File: config.mk
export PLATFORM = sky130hd
export DESIGN_NAME = interval_capacity_check_top
export DESIGN_NICKNAME = d
export VERILOG_FILES = /design/src/icc_pkg.sv /design/src/icc_ram.sv /design/src/icc_acc.sv /design/src/interval_capacity_check_top.sv
export SDC_FILE = /design/constraint.sdc
export NUM_CORES = 2
export LEC_CHECK = 0
export ABC_AREA = 1
export BUFFER_PORTS_ARGS = -buffer_cell sky130_fd_sc_hd__buf_2
export CAP_MARGIN = 40
export CORE_ASPECT_RATIO = 0.75
export CORE_MARGIN = 8
export CORE_UTILIZATION = 30
export CTS_CLUSTER_DIAMETER = 60
export CTS_CLUSTER_SIZE = 25
export DETAILED_ROUTE_END_ITERATION = 10
export SYNTH_ARGS = -nofsm -noshare
export SYNTH_HDL_FRONTEND = slang
export SYNTH_SLANG_ARGS = --single-unit
File: constraint.sdc
create_clock -name clk -period 4.18 [get_ports clk]
set_clock_uncertainty 0.05 [all_clocks]
set_input_delay 0.418 -clock clk [delete_from_list [all_inputs] [get_ports clk]]
set_output_delay 0.418 -clock clk [all_outputs]
set_load 0.005 [all_outputs]
File: src/icc_pkg.sv
// Shared constants and types for the interval capacity check block.
package icc_pkg;

  localparam int MAX_TRIPS_DEF  = 64;
  localparam int POINT_BITS_DEF = 10;
  localparam int LOAD_BITS_DEF  = 8;
  localparam int CAP_BITS       = 16;

  typedef enum logic [2:0] {
    S_LOAD,
    S_RDI,
    S_GETI,
    S_SCAN,
    S_CHK,
    S_DONE
  } icc_state_t;

  typedef struct packed {
    logic clear;
    logic en;
  } acc_ctl_t;

endpackage

File: src/icc_ram.sv
// Generic single-write, single-read RAM with a registered read port.
module icc_ram #(
  parameter int WIDTH = 8,
  parameter int DEPTH = 16
) (
  input  logic                     clk,
  input  logic                     we,
  input  logic [$clog2(DEPTH)-1:0] waddr,
  input  logic [WIDTH-1:0]         wdata,
  input  logic [$clog2(DEPTH)-1:0] raddr,
  output logic [WIDTH-1:0]         rdata
);

  logic [WIDTH-1:0] mem [DEPTH];

  always_ff @(posedge clk) begin
    if (we) begin
      mem[waddr] <= wdata;
    end
    rdata <= mem[raddr];
  end

endmodule

File: src/icc_acc.sv
// Shared accumulate-and-compare unit: sums the loads aboard when trip i boards.
module icc_acc
  import icc_pkg::*;
#(
  parameter int MAX_TRIPS  = MAX_TRIPS_DEF,
  parameter int POINT_BITS = POINT_BITS_DEF,
  parameter int LOAD_BITS  = LOAD_BITS_DEF
) (
  input  logic                         clk,
  input  acc_ctl_t                     ctl,
  input  logic [$clog2(MAX_TRIPS)-1:0] i_idx,
  input  logic [POINT_BITS-1:0]        i_pickup,
  input  logic [POINT_BITS-1:0]        i_dropoff,
  input  logic [$clog2(MAX_TRIPS)-1:0] j_idx,
  input  logic [LOAD_BITS-1:0]         j_load,
  input  logic [POINT_BITS-1:0]        j_pickup,
  input  logic [POINT_BITS-1:0]        j_dropoff,
  input  logic [CAP_BITS-1:0]          capacity,
  output logic                         over
);

  localparam int SW = LOAD_BITS + $clog2(MAX_TRIPS) + 1;
  localparam int CW = (SW > CAP_BITS) ? SW : CAP_BITS;

  logic [SW-1:0] acc_r;
  logic [SW-1:0] acc_nxt;
  logic          earlier;
  logic          counts;

  // Trip j is aboard when trip i boards if it sorts ahead of i and has not
  // yet been dropped off at i's pickup; trip i itself always counts.
  always_comb begin
    earlier = (j_pickup < i_pickup) ||
              ((j_pickup == i_pickup) &&
               ((j_dropoff < i_dropoff) ||
                ((j_dropoff == i_dropoff) && (j_idx < i_idx))));
    counts  = (j_idx == i_idx) || (earlier && (j_dropoff > i_pickup));
    acc_nxt = acc_r;
    if (ctl.clear) begin
      acc_nxt = '0;
    end else if (ctl.en && counts) begin
      acc_nxt = acc_r + SW'(j_load);
    end
  end

  always_ff @(posedge clk) begin
    acc_r <= acc_nxt;
  end

  assign over = CW'(acc_r) > CW'(capacity);

endmodule

File: src/interval_capacity_check_top.sv
// Top level of the interval capacity check: trip loading, sequencer, result register.
//
// Usage. Trips arrive on the in_ channel, one word per trip (load, pickup,
// dropoff, last_trip). While loading, the block takes one word per cycle and
// writes it into the trip store. A trip that arrives when MAX_TRIPS trips are
// already stored is dropped and remembered as too_many_trips.
// When the word with last_trip set is taken, the block stalls its input and
// checks the set: for every stored trip i it streams all n stored trips
// through one shared accumulator, summing the loads of trips that sort ahead
// of i (by pickup, then dropoff, then arrival) and are still aboard at i's
// pickup, plus i's own load, and compares that sum with capacity.
// Check steps per stored trip: read trip i, latch its points and clear the
// accumulator, scan all n trips through the single read port of the trip
// store, then compare; after the last trip the result register is loaded.
// The input stays stalled during the check and opens again at the edge that
// loads the result register.
// The result (fits, too_many_trips) is one word on the out_ channel, held in
// an output register; new trips are taken while it waits. If out_stall holds
// the word and another set finishes, the block waits before overwriting it.
// cfg_we writes capacity; write it only while the block is idle.
// Reset (rst_n low, synchronous) empties the store and sets capacity to 0.
module interval_capacity_check_top
  import icc_pkg::*;
#(
  parameter int MAX_TRIPS  = MAX_TRIPS_DEF,
  parameter int POINT_BITS = POINT_BITS_DEF,
  parameter int LOAD_BITS  = LOAD_BITS_DEF
) (
  input  logic                  clk,
  input  logic                  rst_n,
  input  logic                  cfg_we,
  input  logic [CAP_BITS-1:0]   cfg_data,
  input  logic                  in_valid,
  output logic                  in_stall,
  input  logic [LOAD_BITS-1:0]  in_load_count,
  input  logic [POINT_BITS-1:0] in_pickup_point,
  input  logic [POINT_BITS-1:0] in_dropoff_point,
  input  logic                  in_last_trip,
  output logic                  out_valid,
  input  logic                  out_stall,
  output logic                  out_fits,
  output logic                  out_too_many_trips
);

  localparam int AW = $clog2(MAX_TRIPS);
  localparam int NW = $clog2(MAX_TRIPS + 1);
  localparam int TW = LOAD_BITS + 2 * POINT_BITS;

  icc_state_t state_r, state_nxt;

  logic [CAP_BITS-1:0]   cap_r;
  logic [NW-1:0]         count_r, count_nxt;
  logic [NW-1:0]         i_r, i_nxt;
  logic [NW-1:0]         j_r, j_nxt;
  logic [NW-1:0]         dj_r, dj_nxt;
  logic                  ovf_r, ovf_nxt;
  logic                  fits_r, fits_nxt;
  logic [POINT_BITS-1:0] ip_r, ip_nxt;
  logic [POINT_BITS-1:0] id_r, id_nxt;
  logic                  out_valid_r, out_fits_r, out_tmt_r;

  logic                  in_acc, out_acc;
  logic                  ram_we;
  logic [AW-1:0]         raddr;
  logic [TW-1:0]         rdata;
  acc_ctl_t              ctl;
  logic                  over;

  assign in_acc  = in_valid && !in_stall;
  assign out_acc = out_valid_r && !out_stall;
  assign ram_we  = in_acc && (count_r < NW'(MAX_TRIPS));

  icc_ram #(.WIDTH(TW), .DEPTH(MAX_TRIPS)) u_store (
    .clk   (clk),
    .we    (ram_we),
    .waddr (count_r[AW-1:0]),
    .wdata ({in_load_count, in_pickup_point, in_dropoff_point}),
    .raddr (raddr),
    .rdata (rdata)
  );

  icc_acc #(
    .MAX_TRIPS(MAX_TRIPS), .POINT_BITS(POINT_BITS), .LOAD_BITS(LOAD_BITS)
  ) u_acc (
    .clk       (clk),
    .ctl       (ctl),
    .i_idx     (i_r[AW-1:0]),
    .i_pickup  (ip_r),
    .i_dropoff (id_r),
    .j_idx     (dj_r[AW-1:0]),
    .j_load    (rdata[TW-1 -: LOAD_BITS]),
    .j_pickup  (rdata[2*POINT_BITS-1 -: POINT_BITS]),
    .j_dropoff (rdata[POINT_BITS-1:0]),
    .capacity  (cap_r),
    .over      (over)
  );

  // Next state.
  always_comb begin
    state_nxt = state_r;
    case (state_r)
      S_LOAD: if (in_acc && in_last_trip) state_nxt = S_RDI;
      S_RDI:  state_nxt = S_GETI;
      S_GETI: state_nxt = S_SCAN;
      S_SCAN: if (dj_r == count_r - NW'(1)) state_nxt = S_CHK;
      S_CHK: begin
        if (i_r + NW'(1) == count_r) state_nxt = S_DONE;
        else                         state_nxt = S_RDI;
      end
      S_DONE: if (!out_valid_r || out_acc) state_nxt = S_LOAD;
      default: state_nxt = S_LOAD;
    endcase
  end

  // Outputs and counter updates.
  always_comb begin
    in_stall  = 1'b1;
    raddr     = j_r[AW-1:0];
    ctl       = '{clear: 1'b0, en: 1'b0};
    count_nxt = count_r;
    i_nxt     = i_r;
    j_nxt     = j_r;
    dj_nxt    = dj_r;
    ovf_nxt   = ovf_r;
    fits_nxt  = fits_r;
    ip_nxt    = ip_r;
    id_nxt    = id_r;
    case (state_r)
      S_LOAD: begin
        in_stall = 1'b0;
        if (in_acc) begin
          if (ram_we) count_nxt = count_r + NW'(1);
          else        ovf_nxt   = 1'b1;
        end
        i_nxt    = '0;
        fits_nxt = 1'b1;
      end
      S_RDI: begin
        raddr = i_r[AW-1:0];
      end
      S_GETI: begin
        ip_nxt    = rdata[2*POINT_BITS-1 -: POINT_BITS];
        id_nxt    = rdata[POINT_BITS-1:0];
        raddr     = '0;
        j_nxt     = NW'(1);
        dj_nxt    = '0;
        ctl.clear = 1'b1;
      end
      S_SCAN: begin
        ctl.en = 1'b1;
        j_nxt  = j_r + NW'(1);
        dj_nxt = dj_r + NW'(1);
      end
      S_CHK: begin
        if (over) fits_nxt = 1'b0;
        i_nxt = i_r + NW'(1);
      end
      S_DONE: begin
        if (!out_valid_r || out_acc) begin
          count_nxt = '0;
          ovf_nxt   = 1'b0;
        end
      end
      default: ;
    endcase
  end

  always_ff @(posedge clk) begin
    if (!rst_n) begin
      state_r     <= S_LOAD;
      cap_r       <= '0;
      count_r     <= '0;
      ovf_r       <= 1'b0;
      out_valid_r <= 1'b0;
    end else begin
      state_r <= state_nxt;
      count_r <= count_nxt;
      ovf_r   <= ovf_nxt;
      if (cfg_we) cap_r <= cfg_data;
      if (state_r == S_DONE && (!out_valid_r || out_acc)) begin
        out_valid_r <= 1'b1;
      end else if (out_acc) begin
        out_valid_r <= 1'b0;
      end
    end
  end

  always_ff @(posedge clk) begin
    i_r    <= i_nxt;
    j_r    <= j_nxt;
    dj_r   <= dj_nxt;
    fits_r <= fits_nxt;
    ip_r   <= ip_nxt;
    id_r   <= id_nxt;
    if (state_r == S_DONE && (!out_valid_r || out_acc)) begin
      out_fits_r <= fits_r;
      out_tmt_r  <= ovf_r;
    end
  end

  assign out_valid          = out_valid_r;
  assign out_fits           = out_fits_r;
  assign out_too_many_trips = out_tmt_r;

  // The stored trip count never exceeds the store depth.
  a_count_bound: assert property (@(posedge clk) disable iff (!rst_n)
    count_r <= NW'(MAX_TRIPS))
    else $error("trip count beyond store depth");

  // The scan only reads stored trips.
  a_scan_in_range: assert property (@(posedge clk) disable iff (!rst_n)
    (state_r == S_SCAN) |-> (dj_r < count_r))
    else $error("scan index beyond trip count");

  // A held result is never overwritten before it is taken.
  a_result_held: assert property (@(posedge clk) disable iff (!rst_n)
    (out_valid_r && out_stall) |=> (out_valid_r && $stable(out_fits_r) &&
                                    $stable(out_tmt_r)))
    else $error("pending result lost");

  // Input is taken only while loading.
  a_stall_when_busy: assert property (@(posedge clk) disable iff (!rst_n)
    (state_r != S_LOAD) |-> in_stall)
    else $error("input accepted while checking");

endmodule

Word level (Yosys, flattened, before mapping)
Memories as Yosys holds them, arrays and structs flattened. A register that Yosys moved wholly into a read port is not among the register bits.
Index checks and enable logic that the tools add are counted.
{"block": "totals", "ram_bits": 1792, "word_cells": 94, "in_bits": 50, "memories": 1, "output_inout_bits": 4, "ff_bits": 87}
{"memory": "u_store.mem", "words": 64, "word_bits": 28, "rd": 1, "rd_clocked_by_memory_dff": 1, "write_ports": 1, "line": "icc_ram.sv:14", "rtl": "logic [WIDTH-1:0] mem [DEPTH];"}
{"block": "op_classes", "order_cmp": 6, "n_eq_ne": 17, "n_addsub": 6, "muxes": 26, "n_reduce_logical": 24}
{"cell": "$pmux W7 S2", "n": 4}
{"cell": "$add A7 B1 Y7 const B", "n": 4}
{"cell": "$mux W7", "n": 3}
{"cell": "$eq A10 B10 Y1", "n": 2}
{"cell": "$lt A10 B10 Y1", "n": 2}
{"cell": "$pmux W3 S6", "n": 1}
{"cell": "$gt A15 B16 Y1", "n": 1}
{"cell": "$add A15 B8 Y15", "n": 1}
{"cell": "$eq A7 B7 Y1", "n": 2}
{"cell": "$mux W3", "n": 4}
{"cell": "$ne A2 B2 Y1 const B", "n": 6}
{"cell": "$pmux W6 S2", "n": 1}
{"cell": "$mux W1", "n": 11}
{"cell": "$gt A10 B10 Y1", "n": 1}
{"cell": "$logic_and A1 B1 Y1", "n": 9}
{"cell": "$reduce_and A4 Y1", "n": 2}
{"cell": "$reduce_bool A2 Y1", "n": 4}
{"cell": "$lt A7 B7 Y1 const B", "n": 1}
{"cell": "$sub A7 B1 Y7 const B", "n": 1}
{"cell": "$eq A3 B2 Y1 const B", "n": 2}
{"cell": "$eq A3 B3 Y1 const B", "n": 2}
{"cell": "$eq A6 B6 Y1", "n": 1}
{"cell": "$lt A6 B6 Y1", "n": 1}
{"cell": "$logic_or A1 B1 Y1", "n": 4}
{"cell": "7 further kinds", "n": 9}

Logic depth before layout (Yosys ltp)
{"block": "logic_depth", "depth_word": 8, "mapped_depth": 17, "mapped_depth_nobuf": 17}

Cells and area by module
From an unflattened synthesis, not the netlist that was laid out.
{"block": "unflattened", "hier_cells": 6813, "area_unflattened_um2": 78586.6}
{"module": "icc_ram", "cells_each": 6085, "n_inst": 1, "area_each_um2": 72898.7, "seq_area_each_um2": 54372.1}
{"module": "interval_capacity_check_top", "cells_each": 350, "n_inst": 1, "area_each_um2": 3235.6, "seq_area_each_um2": 1851.8}
{"module": "icc_acc", "cells_each": 378, "n_inst": 1, "area_each_um2": 2452.4, "seq_area_each_um2": 300.3}

Least setup slack after synthesis
OpenSTA, ideal clock, no wires.
{"block": "synth_timing", "kind": "flip-flop to flip-flop", "from": "reg state_r[0]", "to": "mem u_store.mem[10][0] (netlist bit) (enable)", "path_stages_with_launch": 9, "t_required_ns": 3.717, "period_less_slack_ns": 3.448, "setup_ns": 0.413, "n_path_buf": 1, "slack_ns": 0.732, "arrival_ns": 2.985, "cell_sequence": "dfxtp_1 buf_2 nor2_1 inv_1 nor2_1 nand3_1 nor2_1 nand3_1 nor2_1"}
{"block": "synth_via", "elab_chain_len": 5}
{"item": "from (decl)", "line": "interval_capacity_check_top.sv:49", "rtl": "icc_state_t state_r, state_nxt;"}
{"item": "from (signal assigned)", "line": "interval_capacity_check_top.sv:176", "rtl": "state_r <= state_nxt;"}
{"item": "$logic_not A3 Y1", "line": "interval_capacity_check_top.sv:128", "rtl": "case (state_r)"}
{"item": "$logic_and A1 B1 Y1", "line": "interval_capacity_check_top.sv:69", "rtl": "assign in_acc = in_valid && !in_stall;"}
{"item": "$logic_and A1 B1 Y1", "line": "interval_capacity_check_top.sv:71", "rtl": "assign ram_we = in_acc && (count_r < NW'(MAX_TRIPS));"}
{"item": "$mux W1", "line": "icc_ram.sv:17", "rtl": "if (we) begin"}
{"item": "$mux W1 (implied by the code)", "line": "icc_ram.sv:18", "rtl": "mem[waddr] <= wdata;"}
{"item": "to (decl)", "line": "icc_ram.sv:14"}
Every way passes these cells.

Worst setup path after layout
{"block": "layout_timing", "from": "reg state_r[1]", "to": "reg u_store.rdata[13], read port of u_store.mem"}
{"block": "layout_via", "elab_chain_len": 2, "word_cells_on_any_way": 3, "classes_between": "eq/ne: 2; mux: 1"}
{"item": "$eq A3 B2 Y1 / $eq A3 B1 Y1 (equally long branches)", "line": "interval_capacity_check_top.sv:128"}
{"item": "$pmux W6 S2 (*)", "line": "interval_capacity_check_top.sv:128"}
{"item": "to (decl)", "line": "icc_ram.sv:11", "rtl": "output logic [WIDTH-1:0] rdata"}
Mark *: on every way between the ends. The rest lies on a longest branch, timed or not.
A chain may end at the register's enable or synchronous reset.

==> flow_metrics.env <==
export IMPL_netlist_area_sq_um=84480
export IMPL_grt_use_total_pct=16.27
export IMPL_die_y_um=475.6
export IMPL_dr_pass1_iters=6
export IMPL_worstPathRequired_ns=4.84
export IMPL_slew_headroom_pct=15.66
export IMPL_worstPathCellList="inv_1, nand3_2, nand2_2, nand2_1, nand2_8, buf_12, nand3_1, nand3_1, nand3_1, nand3_1, nand3_1, nand2_1"
export IMPL_grt_pass1_wl_um=370300
export IMPL_drcViolationCount=0
export IMPL_worstSetupPathType="register to register"
export IMPL_start_util_pct=30.20
export IMPL_io_buffers=53
export IMPL_tns_ns=0
export IMPL_critPathBufInv=2
export IMPL_power_per_cell_area_nw_per_um2=749.9
export IMPL_seq_area_sq_um=56520
export IMPL_setup_viol=0
export IMPL_syn_nets=8168
export IMPL_overflow=0
export IMPL_cts_resized=0
export IMPL_layout_drive_gt1_share_pct=6.924
export IMPL_critPathMaxFanout=126
export IMPL_hold_path_class="primary input to register"
export IMPL_synth_most_common_cell="nand3_1"
export IMPL_synth_seq_cells=1906
export IMPL_place_ws_ns=0.4129
export IMPL_synthTopCellsByCount="1929 x nand3_1, 1835 x edfxtp_1, 1577 x nand2_1"
export IMPL_timing_critical_path_from_type="register"
export IMPL_rsz0062_at_grt="no"
export IMPL_route_vias_total=58770
export IMPL_clockRootBuffer="clkbuf_16"
export IMPL_antenna_found_initial=15
export IMPL_p_leak_nw=37.88
export IMPL_grt_max_degree=177
export IMPL_place_gp_congestion=0.8602
export IMPL_crit_family="simple AND/OR/NAND/NOR gates"
export IMPL_async_reset_ff_share_pct=0
export IMPL_synthTopCellsByArea="edfxtp_1 65%, nand3_1 11%, nand2_1 7.0%"
export IMPL_yosysTopAreaCellShare_pct=65.23
export IMPL_maxCapViolations=0
export IMPL_rows=168
export IMPL_wl_per_cell_um=21.34
export IMPL_fillers=27550
export IMPL_io_pins=54
export IMPL_slowest_delay_ns=0.53
export IMPL_die_area_sq_um=299000
export IMPL_ant_nets=0
export IMPL_status="complete, no violations"
export IMPL_yosys_warnings=0
export IMPL_synth_edff_count=1835
export IMPL_via_per_inst=4.949
export IMPL_multi_input_area_sq_um=20700
export IMPL_layout_nets=8163
export IMPL_routed_wirelength_um=253400
export IMPL_synth_area_per_cell_sq_um=10.49
export IMPL_worstMarginPinSlew_ns=1.265
export IMPL_fin_crit_sh_pct=92.01
export IMPL_endpoint_kind="register"
export IMPL_clk_pin_slew_worst_paths_ns=0.09
export IMPL_dpl_hpwl_um=146500
export IMPL_yosysUniqueCellTypes=37
export IMPL_path_common_cell="nand3_1"
export IMPL_die_w_um=628.8
export IMPL_first_iter_violations=7861
export IMPL_hold_viol=0
export IMPL_peakVddDrop_uv=1024
export IMPL_area_delta_synth_final_pct=11.77
export IMPL_cp_data_arrival_time_ns=4.50
export IMPL_max_clock_path_buffers=3
export IMPL_worstSkewPairLatency_ns=0.79
export IMPL_fp_coreArea_sq_um=279800
export IMPL_clock_fmax_ghz=0.2600
export IMPL_cts_buffers=107
export IMPL_finalMaxSlewViolations=0
export IMPL_synthCells=8053
export IMPL_ys_flop_type="edfxtp_1"
export IMPL_clkSinkCount=1906
export IMPL_yosysSeqAreaShare_pct=66.91
export IMPL_htreeDepth=3
export IMPL_grt_pass1_vias=55330
export IMPL_worst_slack_ns=0.3339
export IMPL_slowest_stage="nand3_1"
export IMPL_min_period_ns=3.846
export IMPL_yosysTopAreaCell="edfxtp_1"
export IMPL_cts_tree="done"
-- per-layer routing --
metal	wire, um	global-route usage, %	vias to the layer above
met5	18	0	-
met4	5334	3.597	4
met3	26580	2.928	325
met2	107600	24.54	2989
met1	113900	24.31	28790
li1	-	-	26670
-- path summary, 6_finish.rpt --
check                                   startpoint             endpoint  slack, ns  depth (start not counted)
worst min-delay path            in_pickup_point[3]  u_store.mem[63][13]       0.06                          1
worst min register to register              fits_r             out_fits       0.39                          0
worst max-delay path                    state_r[1]    u_store.rdata[13]       0.33                         12
worst max register to register          state_r[1]    u_store.rdata[13]       0.33                         12
-- stage by stage --
step / cell area (sq um) / power (W) / cells / hold WS [ns] / utilization (%)
4_1_cts: 94420 / 0.07036 / 11870 / 0.01747 / 33.75
2_1_floorplan: 84480 / 0.04462 / 8053 / 0.3503 / -
3_3_place_gp: 90300 / 0.05800 / 11640 / 0.3596 / 32.27
3_5_place_dp: 90470 / 0.05832 / 11640 / 0.3568 / 32.34
5_1_grt: 94420 / 0.07443 / 11870 / 0.03245 / 33.75
6_report: 94430 / 0.07082 / 11880 / 0.05511 / 33.75
-- timing repair --
item                                   CTS  global route
setup endpoints to repair                0             0
hold buffers                            36             0
buffers inserted                         0             0
endpoints found under the hold margin   32             0
-- cell usage in the layout, fill, tap and decap left out, drive strengths merged --
master / netlist / routed
clkinvlp: 0 / 10
o21bai: 1 / 1
o22ai: 5 / 5
xor2: 20 / 20
nand2: 1581 / 1581
clkbuf: 154 / 121
dlygate4sd3: 0 / 36
inv: 1520 / 1546
bufinv: 0 / 7
clkinv: 3 / 31
o31ai: 1 / 1
a211oi: 2 / 2
nor3: 16 / 16
nor3b: 2 / 2
edfxtp: 1835 / 1835
a21oi: 61 / 61
a31oi: 3 / 3
o211ai: 2 / 2
dfxtp: 71 / 71
nand3b: 281 / 281
xnor2: 10 / 10
nor4: 2 / 2
fa: 1 / 1
o21ai: 30 / 30
a21o: 4 / 4
nor2: 145 / 145
nand4: 8 / 8
o21a: 1 / 1
o221a: 1 / 1
or2: 3 / 3
ha: 64 / 64
diode: 0 / 4
buf: 295 / 299
nand3: 1931 / 1931
-- cell type report --
cell class	instances	area share, %
repair buffers	335	3.379
multi-input cells	4175	21.93
diodes	4	0.01060
clock buffers	121	2.914
flip-flops and latches	1906	59.86
inverters	1523	6.073
well taps	3740	4.956
clock inverters	71	0.8825
-- power breakdown --
| group | internal, W | leakage, nW | switching [W] |
|---|---|---|---|
| registers | 0.0216 | 17.1 | 0.000456 |
| logic | 0.0104 | 19.0 | 0.0262 |
| clock network | 0.00540 | 1.73 | 0.00677 |
-- kinds of logic (layout without fill, tap and decap cells) --
logic type      after synthesis  after routing  share of synthesized area (%)
fa+ha+maj                    65             65                         0.9716
simple gates               3969           3969                          21.84
other cells                   0              4                              0
compound gates              111            111                         0.7168
flops                      1906           1906                          66.91
buf+inv                    1972           2050                          9.255
xor+xnor                     30             30                         0.3110
-- flip-flops by register name, indices dropped and copies added (netlist names) --
register            cells
j_r                     6
u_acc.acc_r            15
out_valid               1
ip_r                   10
out_fits                1
i_r                     7
u_store.rdata          28
u_store.mem          1792
ovf_r                   1
count_r                 7
id_r                   10
fits_r                  1
cap_r                  16
out_too_many_trips      1
dj_r                    7
state_r                 3
Note: power is estimated with default switching activity, not from simulation.
